<file path="src/design/ksrp_pkg.sv">
// Package: payload types, operand tables and rounding helpers for the keyframe selector.
package ksrp_pkg;

	localparam int AccW = 68;
	localparam logic signed [15:0] RotOne = 16'sd16384;

	typedef struct packed {
		logic signed [31:0] frame_id;
		logic [47:0] stamp_us;
		logic signed [31:0] pos_x;
		logic signed [31:0] pos_y;
		logic signed [31:0] pos_z;
		logic signed [15:0] quat_w;
		logic signed [15:0] quat_x;
		logic signed [15:0] quat_y;
		logic signed [15:0] quat_z;
	} pose_t;

	typedef struct packed {
		logic accepted;
		logic signed [31:0] result_id;
		logic [1:0] row_index;
		logic signed [15:0] rot_col0;
		logic signed [15:0] rot_col1;
		logic signed [15:0] rot_col2;
		logic signed [31:0] trans_part;
		logic last_row;
	} row_t;

	// Configuration register indexes.
	typedef enum logic {
		REG_MIN_TIME = 1'b0,
		REG_MIN_DIST = 1'b1
	} reg_idx_t;

	// Quaternion component selects.
	typedef enum logic [1:0] {
		Q_W = 2'd0,
		Q_X = 2'd1,
		Q_Y = 2'd2,
		Q_Z = 2'd3
	} qsel_t;

	typedef struct packed {
		qsel_t ia;
		qsel_t ib;
		logic neg;
	} qterm_t;

	// Row/column split of a relative rotation entry.
	typedef struct packed {
		logic [1:0] r;
		logic [1:0] c;
	} rc_t;

	// Product terms of the quaternion to rotation matrix formula (each doubled).
	function automatic qterm_t quat_term(input logic [3:0] g, input logic k);
		qterm_t t;
		t = '{ia: Q_W, ib: Q_W, neg: 1'b0};
		case ({g, k})
			5'b0000_0: t = '{ia: Q_Y, ib: Q_Y, neg: 1'b1};
			5'b0000_1: t = '{ia: Q_Z, ib: Q_Z, neg: 1'b1};
			5'b0001_0: t = '{ia: Q_X, ib: Q_Y, neg: 1'b0};
			5'b0001_1: t = '{ia: Q_W, ib: Q_Z, neg: 1'b1};
			5'b0010_0: t = '{ia: Q_X, ib: Q_Z, neg: 1'b0};
			5'b0010_1: t = '{ia: Q_W, ib: Q_Y, neg: 1'b0};
			5'b0011_0: t = '{ia: Q_X, ib: Q_Y, neg: 1'b0};
			5'b0011_1: t = '{ia: Q_W, ib: Q_Z, neg: 1'b0};
			5'b0100_0: t = '{ia: Q_X, ib: Q_X, neg: 1'b1};
			5'b0100_1: t = '{ia: Q_Z, ib: Q_Z, neg: 1'b1};
			5'b0101_0: t = '{ia: Q_Y, ib: Q_Z, neg: 1'b0};
			5'b0101_1: t = '{ia: Q_W, ib: Q_X, neg: 1'b1};
			5'b0110_0: t = '{ia: Q_X, ib: Q_Z, neg: 1'b0};
			5'b0110_1: t = '{ia: Q_W, ib: Q_Y, neg: 1'b1};
			5'b0111_0: t = '{ia: Q_Y, ib: Q_Z, neg: 1'b0};
			5'b0111_1: t = '{ia: Q_W, ib: Q_X, neg: 1'b0};
			5'b1000_0: t = '{ia: Q_X, ib: Q_X, neg: 1'b1};
			5'b1000_1: t = '{ia: Q_Y, ib: Q_Y, neg: 1'b1};
			default: t = '{ia: Q_W, ib: Q_W, neg: 1'b0};
		endcase
		return t;
	endfunction

	// Split an entry number 0..8 into its row and column.
	function automatic rc_t split_rc(input logic [3:0] g);
		rc_t v;
		case (g)
			4'd0: v = '{r: 2'd0, c: 2'd0};
			4'd1: v = '{r: 2'd0, c: 2'd1};
			4'd2: v = '{r: 2'd0, c: 2'd2};
			4'd3: v = '{r: 2'd1, c: 2'd0};
			4'd4: v = '{r: 2'd1, c: 2'd1};
			4'd5: v = '{r: 2'd1, c: 2'd2};
			4'd6: v = '{r: 2'd2, c: 2'd0};
			4'd7: v = '{r: 2'd2, c: 2'd1};
			4'd8: v = '{r: 2'd2, c: 2'd2};
			default: v = '{r: 2'd0, c: 2'd0};
		endcase
		return v;
	endfunction

	// Row-major entry number of a 3x3 matrix.
	function automatic logic [3:0] idx3(input logic [1:0] r, input logic [1:0] c);
		return 4'({r, 1'b0} + {2'b00, r} + {2'b00, c});
	endfunction

	// Round half up by 14 bits.
	function automatic logic signed [AccW-1:0] round14(input logic signed [AccW-1:0] v);
		return (v + AccW'(8192)) >>> 14;
	endfunction

	function automatic logic signed [15:0] sat_rot(input logic signed [AccW-1:0] v);
		logic signed [AccW-1:0] r;
		r = round14(v);
		if (r > AccW'(16384))
			return RotOne;
		else if (r < -AccW'(16384))
			return -RotOne;
		return r[15:0];
	endfunction

	function automatic logic signed [31:0] sat_w32(input logic signed [AccW-1:0] v);
		logic signed [AccW-1:0] r;
		r = round14(v);
		if (r > AccW'(64'sh7FFF_FFFF))
			return 32'sh7FFF_FFFF;
		else if (r < -AccW'(64'sh8000_0000))
			return 32'sh8000_0000;
		return r[31:0];
	endfunction

endpackage

</file>
<file path="src/design/ksrp_if.sv">
// Interfaces: valid/ready channels for pose items and result rows.
interface ksrp_pose_if;
	logic valid;
	logic ready;
	ksrp_pkg::pose_t data;
	modport source (output valid, output data, input ready);
	modport sink (input valid, input data, output ready);
endinterface

interface ksrp_row_if;
	logic valid;
	logic ready;
	ksrp_pkg::row_t data;
	modport source (output valid, output data, input ready);
	modport sink (input valid, input data, output ready);
endinterface

</file>
<file path="src/design/keyframe_select_relative_pose_core.sv">
// Top level: keyframe selection with relative rigid pose rows, bit-serial datapath.
//
//  channel  | dir | handshake        | payload
//  pose     | in  | valid/ready      | ksrp_pkg::pose_t, one pose per item
//  result   | out | valid/ready      | ksrp_pkg::row_t, one or three rows per pose
//  wr_*     | in  | wr_en, no wait   | wr_index selects register, wr_data 32 bits
//
// One pose at a time. Each product runs on a shared shift-add multiplier, one
// multiplier bit per cycle, ending early when the remaining bits are zero. A
// pose takes four products for the distance, two per rotation entry (18) and
// three per relative transform entry (36). Rows then go out one per item.
// Reset (arst_n low) clears the keyframe and both registers. Pose ready is low
// from acceptance until the last row is taken; result stalls hold the row.
module keyframe_select_relative_pose_core (
	input logic clk,
	input logic arst_n,
	ksrp_pose_if.sink pose,
	ksrp_row_if.source result,
	input logic wr_en,
	input logic wr_index,
	input logic [31:0] wr_data
);
	import ksrp_pkg::*;

	typedef enum logic [5:0] {
		ST_IDLE = 6'b000001,
		ST_TIME = 6'b000010,
		ST_DIST = 6'b000100,
		ST_QROT = 6'b001000,
		ST_REL  = 6'b010000,
		ST_OUT  = 6'b100000
	} state_t;

	state_t state_q;
	logic [31:0] min_time_q;
	logic [30:0] min_dist_q;

	logic have_kf_q;
	logic [47:0] key_stamp_q;
	logic signed [31:0] key_pos_q [3];
	logic signed [15:0] key_rot_q [9];

	logic signed [31:0] id_q;
	logic [47:0] stamp_q;
	logic signed [31:0] pos_q [3];
	logic signed [15:0] quat_q [4];
	logic signed [32:0] d_q [3];

	logic signed [15:0] rc_q [9];
	logic signed [15:0] rel_q [9];
	logic signed [31:0] tr_q [3];
	logic ok_q;
	logic [1:0] row_q;

	// Serial multiply-accumulate state.
	logic [3:0] g_q;
	logic [2:0] k_q;
	logic busy_q;
	logic sub_q;
	logic [65:0] a_sh_q;
	logic [31:0] b_sh_q;
	logic signed [AccW-1:0] acc_q;

	// Operand selection for the current term.
	logic signed [33:0] op_a;
	logic signed [33:0] op_b;
	logic op_neg;
	logic [1:0] n_terms;
	logic [3:0] last_g;
	qterm_t qt;
	rc_t rcs;
	logic [1:0] ti;
	logic [33:0] a_abs;
	logic [33:0] b_abs;

	always_comb begin
		qt = quat_term(g_q, k_q[0]);
		rcs = split_rc(g_q);
		ti = 2'(g_q - 4'd9);
		op_a = '0;
		op_b = '0;
		op_neg = 1'b0;
		n_terms = 2'd3;
		last_g = 4'd11;
		case (state_q)
			ST_DIST: begin
				last_g = 4'd0;
				n_terms = 2'd3;
				if (k_q == 3'd3) begin
					op_a = 34'(min_dist_q);
					op_b = 34'(min_dist_q);
					op_neg = 1'b1;
				end else begin
					op_a = 34'(d_q[k_q[1:0]]);
					op_b = 34'(d_q[k_q[1:0]]);
				end
			end
			ST_QROT: begin
				last_g = 4'd8;
				n_terms = 2'd1;
				op_a = 34'(quat_q[qt.ia]) <<< 1;
				op_b = 34'(quat_q[qt.ib]);
				op_neg = qt.neg;
			end
			ST_REL: begin
				last_g = 4'd11;
				n_terms = 2'd2;
				if (g_q < 4'd9) begin
					op_a = 34'(key_rot_q[idx3(k_q[1:0], rcs.r)]);
					op_b = 34'(rc_q[idx3(k_q[1:0], rcs.c)]);
				end else begin
					op_a = 34'(d_q[k_q[1:0]]);
					op_b = 34'(key_rot_q[idx3(k_q[1:0], ti)]);
				end
			end
			default: begin
				op_a = '0;
			end
		endcase
		a_abs = op_a[33] ? 34'(-op_a) : 34'(op_a);
		b_abs = op_b[33] ? 34'(-op_b) : 34'(op_b);
	end

	logic signed [AccW-1:0] addend;
	assign addend = sub_q ? -$signed({2'b00, a_sh_q}) : $signed({2'b00, a_sh_q});

	// Accumulator start value for a group: one in Q4.28 on the rotation diagonal.
	function automatic logic signed [AccW-1:0] acc_init(input state_t s, input logic [3:0] g);
		if (s == ST_QROT && (g == 4'd0 || g == 4'd4 || g == 4'd8))
			return AccW'(64'sd268435456);
		return '0;
	endfunction

	logic signed [48:0] dt;
	assign dt = $signed({1'b0, stamp_q}) - $signed({1'b0, key_stamp_q});

	assign pose.ready = (state_q == ST_IDLE);

	// Configuration registers.
	always_ff @(posedge clk or negedge arst_n) begin
		if (!arst_n) begin
			min_time_q <= '0;
			min_dist_q <= '0;
		end else if (wr_en) begin
			case (reg_idx_t'(wr_index))
				REG_MIN_TIME: min_time_q <= wr_data;
				REG_MIN_DIST: min_dist_q <= wr_data[30:0];
				default: min_time_q <= min_time_q;
			endcase
		end
	end

	// Input capture.
	always_ff @(posedge clk) begin
		if (pose.valid && pose.ready) begin
			id_q <= pose.data.frame_id;
			stamp_q <= pose.data.stamp_us;
			pos_q[0] <= pose.data.pos_x;
			pos_q[1] <= pose.data.pos_y;
			pos_q[2] <= pose.data.pos_z;
			quat_q[Q_W] <= pose.data.quat_w;
			quat_q[Q_X] <= pose.data.quat_x;
			quat_q[Q_Y] <= pose.data.quat_y;
			quat_q[Q_Z] <= pose.data.quat_z;
			d_q[0] <= 33'(pose.data.pos_x) - 33'(key_pos_q[0]);
			d_q[1] <= 33'(pose.data.pos_y) - 33'(key_pos_q[1]);
			d_q[2] <= 33'(pose.data.pos_z) - 33'(key_pos_q[2]);
		end
	end

	// Sequencer and serial multiply-accumulate.
	always_ff @(posedge clk or negedge arst_n) begin
		if (!arst_n) begin
			state_q <= ST_IDLE;
			have_kf_q <= 1'b0;
			key_stamp_q <= '0;
			for (int i = 0; i < 3; i++) key_pos_q[i] <= '0;
			for (int i = 0; i < 9; i++) key_rot_q[i] <= '0;
			g_q <= '0;
			k_q <= '0;
			busy_q <= 1'b0;
			ok_q <= 1'b0;
			row_q <= '0;
			acc_q <= '0;
			sub_q <= 1'b0;
			a_sh_q <= '0;
			b_sh_q <= '0;
		end else begin
			case (state_q)
				ST_IDLE: begin
					if (pose.valid) begin
						state_q <= ST_TIME;
					end
				end
				ST_TIME: begin
					g_q <= '0;
					k_q <= '0;
					busy_q <= 1'b0;
					row_q <= '0;
					if (!have_kf_q) begin
						ok_q <= 1'b1;
						acc_q <= acc_init(ST_QROT, 4'd0);
						state_q <= ST_QROT;
					end else if (dt < $signed({17'b0, min_time_q})) begin
						ok_q <= 1'b0;
						state_q <= ST_OUT;
					end else begin
						acc_q <= '0;
						state_q <= ST_DIST;
					end
				end
				ST_DIST, ST_QROT, ST_REL: begin
					if (busy_q) begin
						// One multiplier bit per cycle.
						if (b_sh_q[0]) acc_q <= acc_q + addend;
						a_sh_q <= a_sh_q << 1;
						b_sh_q <= b_sh_q >> 1;
						if (b_sh_q[31:1] == '0) begin
							busy_q <= 1'b0;
							k_q <= k_q + 3'd1;
						end
					end else if (k_q <= {1'b0, n_terms}) begin
						a_sh_q <= 66'(a_abs[32:0]);
						b_sh_q <= b_abs[31:0];
						sub_q <= op_a[33] ^ op_b[33] ^ op_neg;
						busy_q <= 1'b1;
					end else begin
						// Group complete: store the result, except in the distance state.
						k_q <= '0;
						g_q <= g_q + 4'd1;
						acc_q <= acc_init(state_q, g_q + 4'd1);
						if (state_q == ST_QROT) begin
							rc_q[g_q] <= sat_rot(acc_q);
						end else if (state_q == ST_REL) begin
							if (g_q < 4'd9)
								rel_q[g_q] <= sat_rot(acc_q);
							else
								tr_q[ti] <= sat_w32(acc_q);
						end
						if (g_q == last_g) begin
							g_q <= '0;
							case (state_q)
								ST_DIST: begin
									ok_q <= !acc_q[AccW-1];
									acc_q <= acc_init(ST_QROT, 4'd0);
									state_q <= acc_q[AccW-1] ? ST_OUT : ST_QROT;
								end
								ST_QROT: begin
									acc_q <= '0;
									if (have_kf_q) begin
										state_q <= ST_REL;
									end else begin
										for (int i = 0; i < 9; i++)
											rel_q[i] <= (i % 4 == 0) ? RotOne : 16'sd0;
										for (int i = 0; i < 3; i++) tr_q[i] <= '0;
										state_q <= ST_OUT;
									end
								end
								default: state_q <= ST_OUT;
							endcase
						end
					end
				end
				ST_OUT: begin
					if (result.ready) begin
						row_q <= row_q + 2'd1;
						if (!ok_q || row_q == 2'd2) begin
							state_q <= ST_IDLE;
						end
						if (ok_q && row_q == 2'd2) begin
							// The pose becomes the new keyframe.
							have_kf_q <= 1'b1;
							key_stamp_q <= stamp_q;
							for (int i = 0; i < 3; i++) key_pos_q[i] <= pos_q[i];
							key_rot_q <= rc_q;
						end
					end
				end
				default: state_q <= ST_IDLE;
			endcase
		end
	end

	// Result row from the stored matrix.
	assign result.valid = (state_q == ST_OUT);
	always_comb begin
		result.data = '0;
		result.data.result_id = id_q;
		result.data.last_row = 1'b1;
		if (ok_q) begin
			result.data.accepted = 1'b1;
			result.data.row_index = row_q;
			result.data.rot_col0 = rel_q[idx3(row_q, 2'd0)];
			result.data.rot_col1 = rel_q[idx3(row_q, 2'd1)];
			result.data.rot_col2 = rel_q[idx3(row_q, 2'd2)];
			result.data.trans_part = tr_q[row_q];
			result.data.last_row = (row_q == 2'd2);
		end
	end

endmodule

</file>
<file path="src/flat_wrapper.sv">
// flat-port wrapper written by rule: the top's interface ports become plain ports
module keyframe_select_relative_pose_core_flat import ksrp_pkg::*;
  (clk, arst_n, wr_en, wr_index, wr_data, pose_valid, pose_data, pose_ready, result_valid, result_data, result_ready);
  ksrp_pose_if pose_i ();
  ksrp_row_if result_i ();
  input logic clk;
  input logic arst_n;
  input logic wr_en;
  input logic wr_index;
  input logic [31:0] wr_data;
  input wire logic [$bits(pose_i.valid)-1:0] pose_valid;
  input wire logic [$bits(pose_i.data)-1:0] pose_data;
  output wire logic [$bits(pose_i.ready)-1:0] pose_ready;
  output wire logic [$bits(result_i.valid)-1:0] result_valid;
  output wire logic [$bits(result_i.data)-1:0] result_data;
  input wire logic [$bits(result_i.ready)-1:0] result_ready;
  assign pose_i.valid = pose_valid;
  assign pose_i.data = pose_data;
  assign pose_ready = pose_i.ready;
  assign result_valid = result_i.valid;
  assign result_data = result_i.data;
  assign result_i.ready = result_ready;
  keyframe_select_relative_pose_core u_core (.clk(clk), .arst_n(arst_n), .pose(pose_i), .result(result_i), .wr_en(wr_en), .wr_index(wr_index), .wr_data(wr_data));
endmodule
</file>
<file path="config.mk">
export PLATFORM = sky130hd
export DESIGN_NAME = keyframe_select_relative_pose_core_flat
export DESIGN_NICKNAME = d
export VERILOG_FILES = /design/src/design/ksrp_pkg.sv /design/src/design/ksrp_if.sv /design/src/design/keyframe_select_relative_pose_core.sv /design/src/flat_wrapper.sv
export SDC_FILE = /design/constraint.sdc
export NUM_CORES = 2
export LEC_CHECK = 0
export CORE_MARGIN = 3
export CORE_UTILIZATION = 30
export CTS_BUF_LIST = sky130_fd_sc_hd__clkbuf_4 sky130_fd_sc_hd__clkbuf_8 sky130_fd_sc_hd__clkbuf_16
export DETAILED_ROUTE_END_ITERATION = 6
export DONT_BUFFER_PORTS = 1
export PLACE_DENSITY = 0.55
export SYNTH_ARGS = -nofsm -noshare
export SYNTH_HDL_FRONTEND = slang
export SYNTH_SLANG_ARGS = --single-unit
</file>
<file path="constraint.sdc">
create_clock -name clk -period 13.7 [get_ports clk]
set_input_delay 2.74 -clock clk [delete_from_list [all_inputs] [get_ports clk]]
set_output_delay 2.74 -clock clk [all_outputs]
set_load 0.01 [all_outputs]
</file>
==> results.py <==
metrics = {
    "outcome": {
        "status": "finished with violations",
        "violations": "DRC",
    },
    "routing": {
        "drt-total-wl_um": 242000,
        "viasPerCell": 5.51,
        "drcViolationCount": 1,
        "initialDrtViolationCount": 5452,
        "vias": 55800,
        "firstDrtPassIters": 7,
        "wire_per_inst_um": 23.9,
        "ant_nets": 0,
    },
    "sta": {
        "rsz0062_at_grt": "false",
        "skew_ns": 0.0623,
        "layout_min_cycle_time_ns": 8.03,
        "fin_crit_sh": 0.586,
        "fin_tns_setup_ns": 0,
        "slew_viol_final": 0,
        "hold_viol_final": 0,
        "max_slew_margin": 0.135,
        "setup_viol": 0,
        "fmax_mhz": 125,
        "worstMarginPinSlew_ns": 1.29,
    },
    "power_and_ir_drop": {
        "p_leak_nw": 33.2,
        "vdd_drop_max_mv": 0.149,
        "power_density_mw_per_mm2": 150,
    },
    "synth": {
        "ys_ff_latch": 1403,
        "synth_xor_area_frac": 0.0381,
        "synth_top_family_by_area": "multiplexers",
        "synth_cell_types": 93,
        "synth_edf_count": 627,
        "syn_area_per_cell_um2": 11.6,
        "synthCells": 6674,
        "async_flop_share": 0.382,
        "synthAdderAreaFrac": 0.0461,
        "synthMuxAreaShare": 0.167,
        "yosys.area.top_type_share": 0.243,
        "yosys_warnings": 0,
        "synth_simple_gate_area_frac": 0.0946,
        "synthTopCellsByCount": "edfxtp_1 (627), dfrtp_1 (535), o21ai_0 (466), a21oi_1 (412), nand2_1 (353)",
        "synth_compound_gate_area_share": 0.141,
        "netlist_area_mm2": 0.0776,
        "synth_ff_type": "edfxtp_1",
        "yosys-top-cells-area": "edfxtp_1 (24%), dfrtp_1 (17%), mux4_2 (10%)",
        "synth_most_common_cell": "edfxtp_1",
        "yosysSeqAreaShare": 0.477,
        "synth_area_leader_cell": "edfxtp_1",
    },
    "clock_tree": {
        "clk_pin_slew_ns": 0.06,
        "clockRootBuffer": "clkbuf_16",
        "max-clock-path-buffers": 3,
        "clk_latency_ns": 0.84,
        "cts_sinks": 1403,
        "post-cts-setup-buffers": 0,
        "ctsResizeCount": 0,
        "cts_max_level": 4,
        "numCtsBuffers": 161,
        "cts_hold_buffers": 0,
        "cts_tree": "yes",
    },
    "worst_setup_path": {
        "crit_path_max_fanout": 72,
        "critPathRequiredTime_ns": 10.96,
        "r2r-start": "u_core.g_q[1]",
        "crit_type": "reg -> out",
        "startpoint_type": "register",
        "startpoint": "u_core.row_q[0]",
        "worst-endpoint-arrival_ns": 5.29,
        "end_kind": "primary output",
    },
    "floorplan": {
        "ioPinCount": 396,
        "dieWidth_um": 515,
        "die_area_mm2": 0.265,
        "die_h_um": 515,
        "rows": 186,
        "fp.coreArea_mm2": 0.257,
        "start_util": 0.302,
    },
    "place": {
        "gp_congestion": 0.902,
        "placed_area_mm2": 0.0816,
        "hpwl_um": 171000,
        "dp.cells": 9811,
        "portBuffers": 0,
    },
    "final_layout": {
        "final_area_mm2": 0.0874,
        "syn_to_final_growth_pct": 12.6,
        "layout-drive-gt1-share": 0.179,
        "nets": 7151,
        "finalNonFillerCells": 10100,
        "nFillCells": 25200,
    },
    "global_route": {
        "grt_first_pass_wirelength_um": 360000,
        "grt_pass1_vias": 54100,
        "grt_usage": 0.178,
        "antenna_found_initial": 29,
        "grt-ovfl-total": 0,
        "grt_max_degree": 539,
    },
    "hold_path": {
        "min_path_type": "reg -> reg",
        "hp-start": "u_core.pos_q[1][26]",
    },
    "flow_run": {
        "maxCapViolCount": 0,
    },
}
## stage by stage
step | hold WS [ns] | power (mW) | setup slack (ns) | utilization
after floorplan | 0.450 | 7.54 | 2.58 | -
after global placement | 0.457 | 8.49 | 6.63 | 0.317
after detailed placement | 0.464 | 8.53 | 6.52 | 0.317
after CTS | 0.471 | 13.2 | 5.59 | 0.339
after global routing | 0.482 | 13.7 | 5.37 | 0.340
final | 0.473 | 13.1 | 5.67 | 0.340
## final cells by class
type / instances / area (µm²) / area share
Clock inverter: 79 / 1030 / 0.0118
Timing Repair Buffer: 111 / 898 / 0.0103
Inverter: 306 / 1150 / 0.0131
Antenna cell: 18 / 45.0 / 0.000516
Tap cell: 3384 / 4230 / 0.0485
Multi-Input combinational cell: 4609 / 38300 / 0.438
Clock buffer: 220 / 4670 / 0.0534
Sequential cell: 1403 / 37100 / 0.424
## where the power goes
| part | internal [mW] | switching [mW] |
|---|---|---|
| registers | 4.87 | 0.350 |
| clock network | 2.68 | 1.89 |
| logic | 1.15 | 2.13 |
| total | 8.70 | 4.37 |
## layout by cell type, fill, tap and decap left out, types with 92 or more instances in the layout
cell / instances
edfxtp_1: 627
dfrtp_1: 528
o21ai_0: 465
a21oi_1: 412
nand2_1: 352
mux4_2: 345
mux2_2: 341
inv_1: 304
nor2_1: 287
ha_1: 268
dfxtp_1: 240
xnor2_1: 234
clkbuf_16: 165
and2_1: 146
mux2i_1: 138
a21o_1: 119
a32o_1: 115
buf_4: 107
xor2_1: 99
nand3_1: 92
## worst max-delay path, stage by stage (launching register included)
cell     delay [ns]
dfrtp_4        0.68
inv_1          0.17
ha_4           0.47
buf_4          0.78
buf_4          0.88
mux4_2         0.60
mux4_2         0.53
and2_1         0.22
## routing by layer
layer / track usage / share of wire / wire length [µm] / vias up
li1: - / - / - / 25100
met1: 0.252 / 0.45 / 110000 / 28200
met2: 0.269 / 0.44 / 106000 / 2130
met3: 0.0484 / 0.087 / 21200 / 347
met4: 0.0453 / 0.024 / 5830 / 20
met5: 0 / 0.00059 / 143 / -
## registers in the layout (all words and copies together) (netlist names), 31 cells and up
register,count
u_core.a_sh_q,66
u_core.acc_q,68
u_core.b_sh_q,32
u_core.d_q,99
u_core.id_q,32
u_core.key_pos_q,96
u_core.key_rot_q,144
u_core.key_stamp_q,48
u_core.min_dist_q,31
u_core.min_time_q,32
u_core.pos_q,96
u_core.quat_q,64
u_core.rc_q,144
u_core.rel_q,256
u_core.stamp_q,48
u_core.tr_q,128
## cell families after synthesis
group,after synthesis
AOI/OAI and AO/OA,1666
and+or+nand+nor,1436
DFF,1403
muxes,824
buffers and inverters,725
xor gates and xnor gates,338
adders and majority gates,281
other,1
## worst paths after layout
path                                         to  slack [ns]  cells after the start
setup / recovery                result_data[70]        5.67                      7
hold / removal             u_core.key_pos_q[58]        0.47                      1
setup reg to reg              u_core.b_sh_q[20]        6.60                     18
hold reg to reg            u_core.key_pos_q[58]        0.47                      1
max in group asynchronous     u_core.a_sh_q[60]       10.52                      1
min in group asynchronous  u_core.key_pos_q[47]        1.62                      0
(Power assumes the default switching activity.)
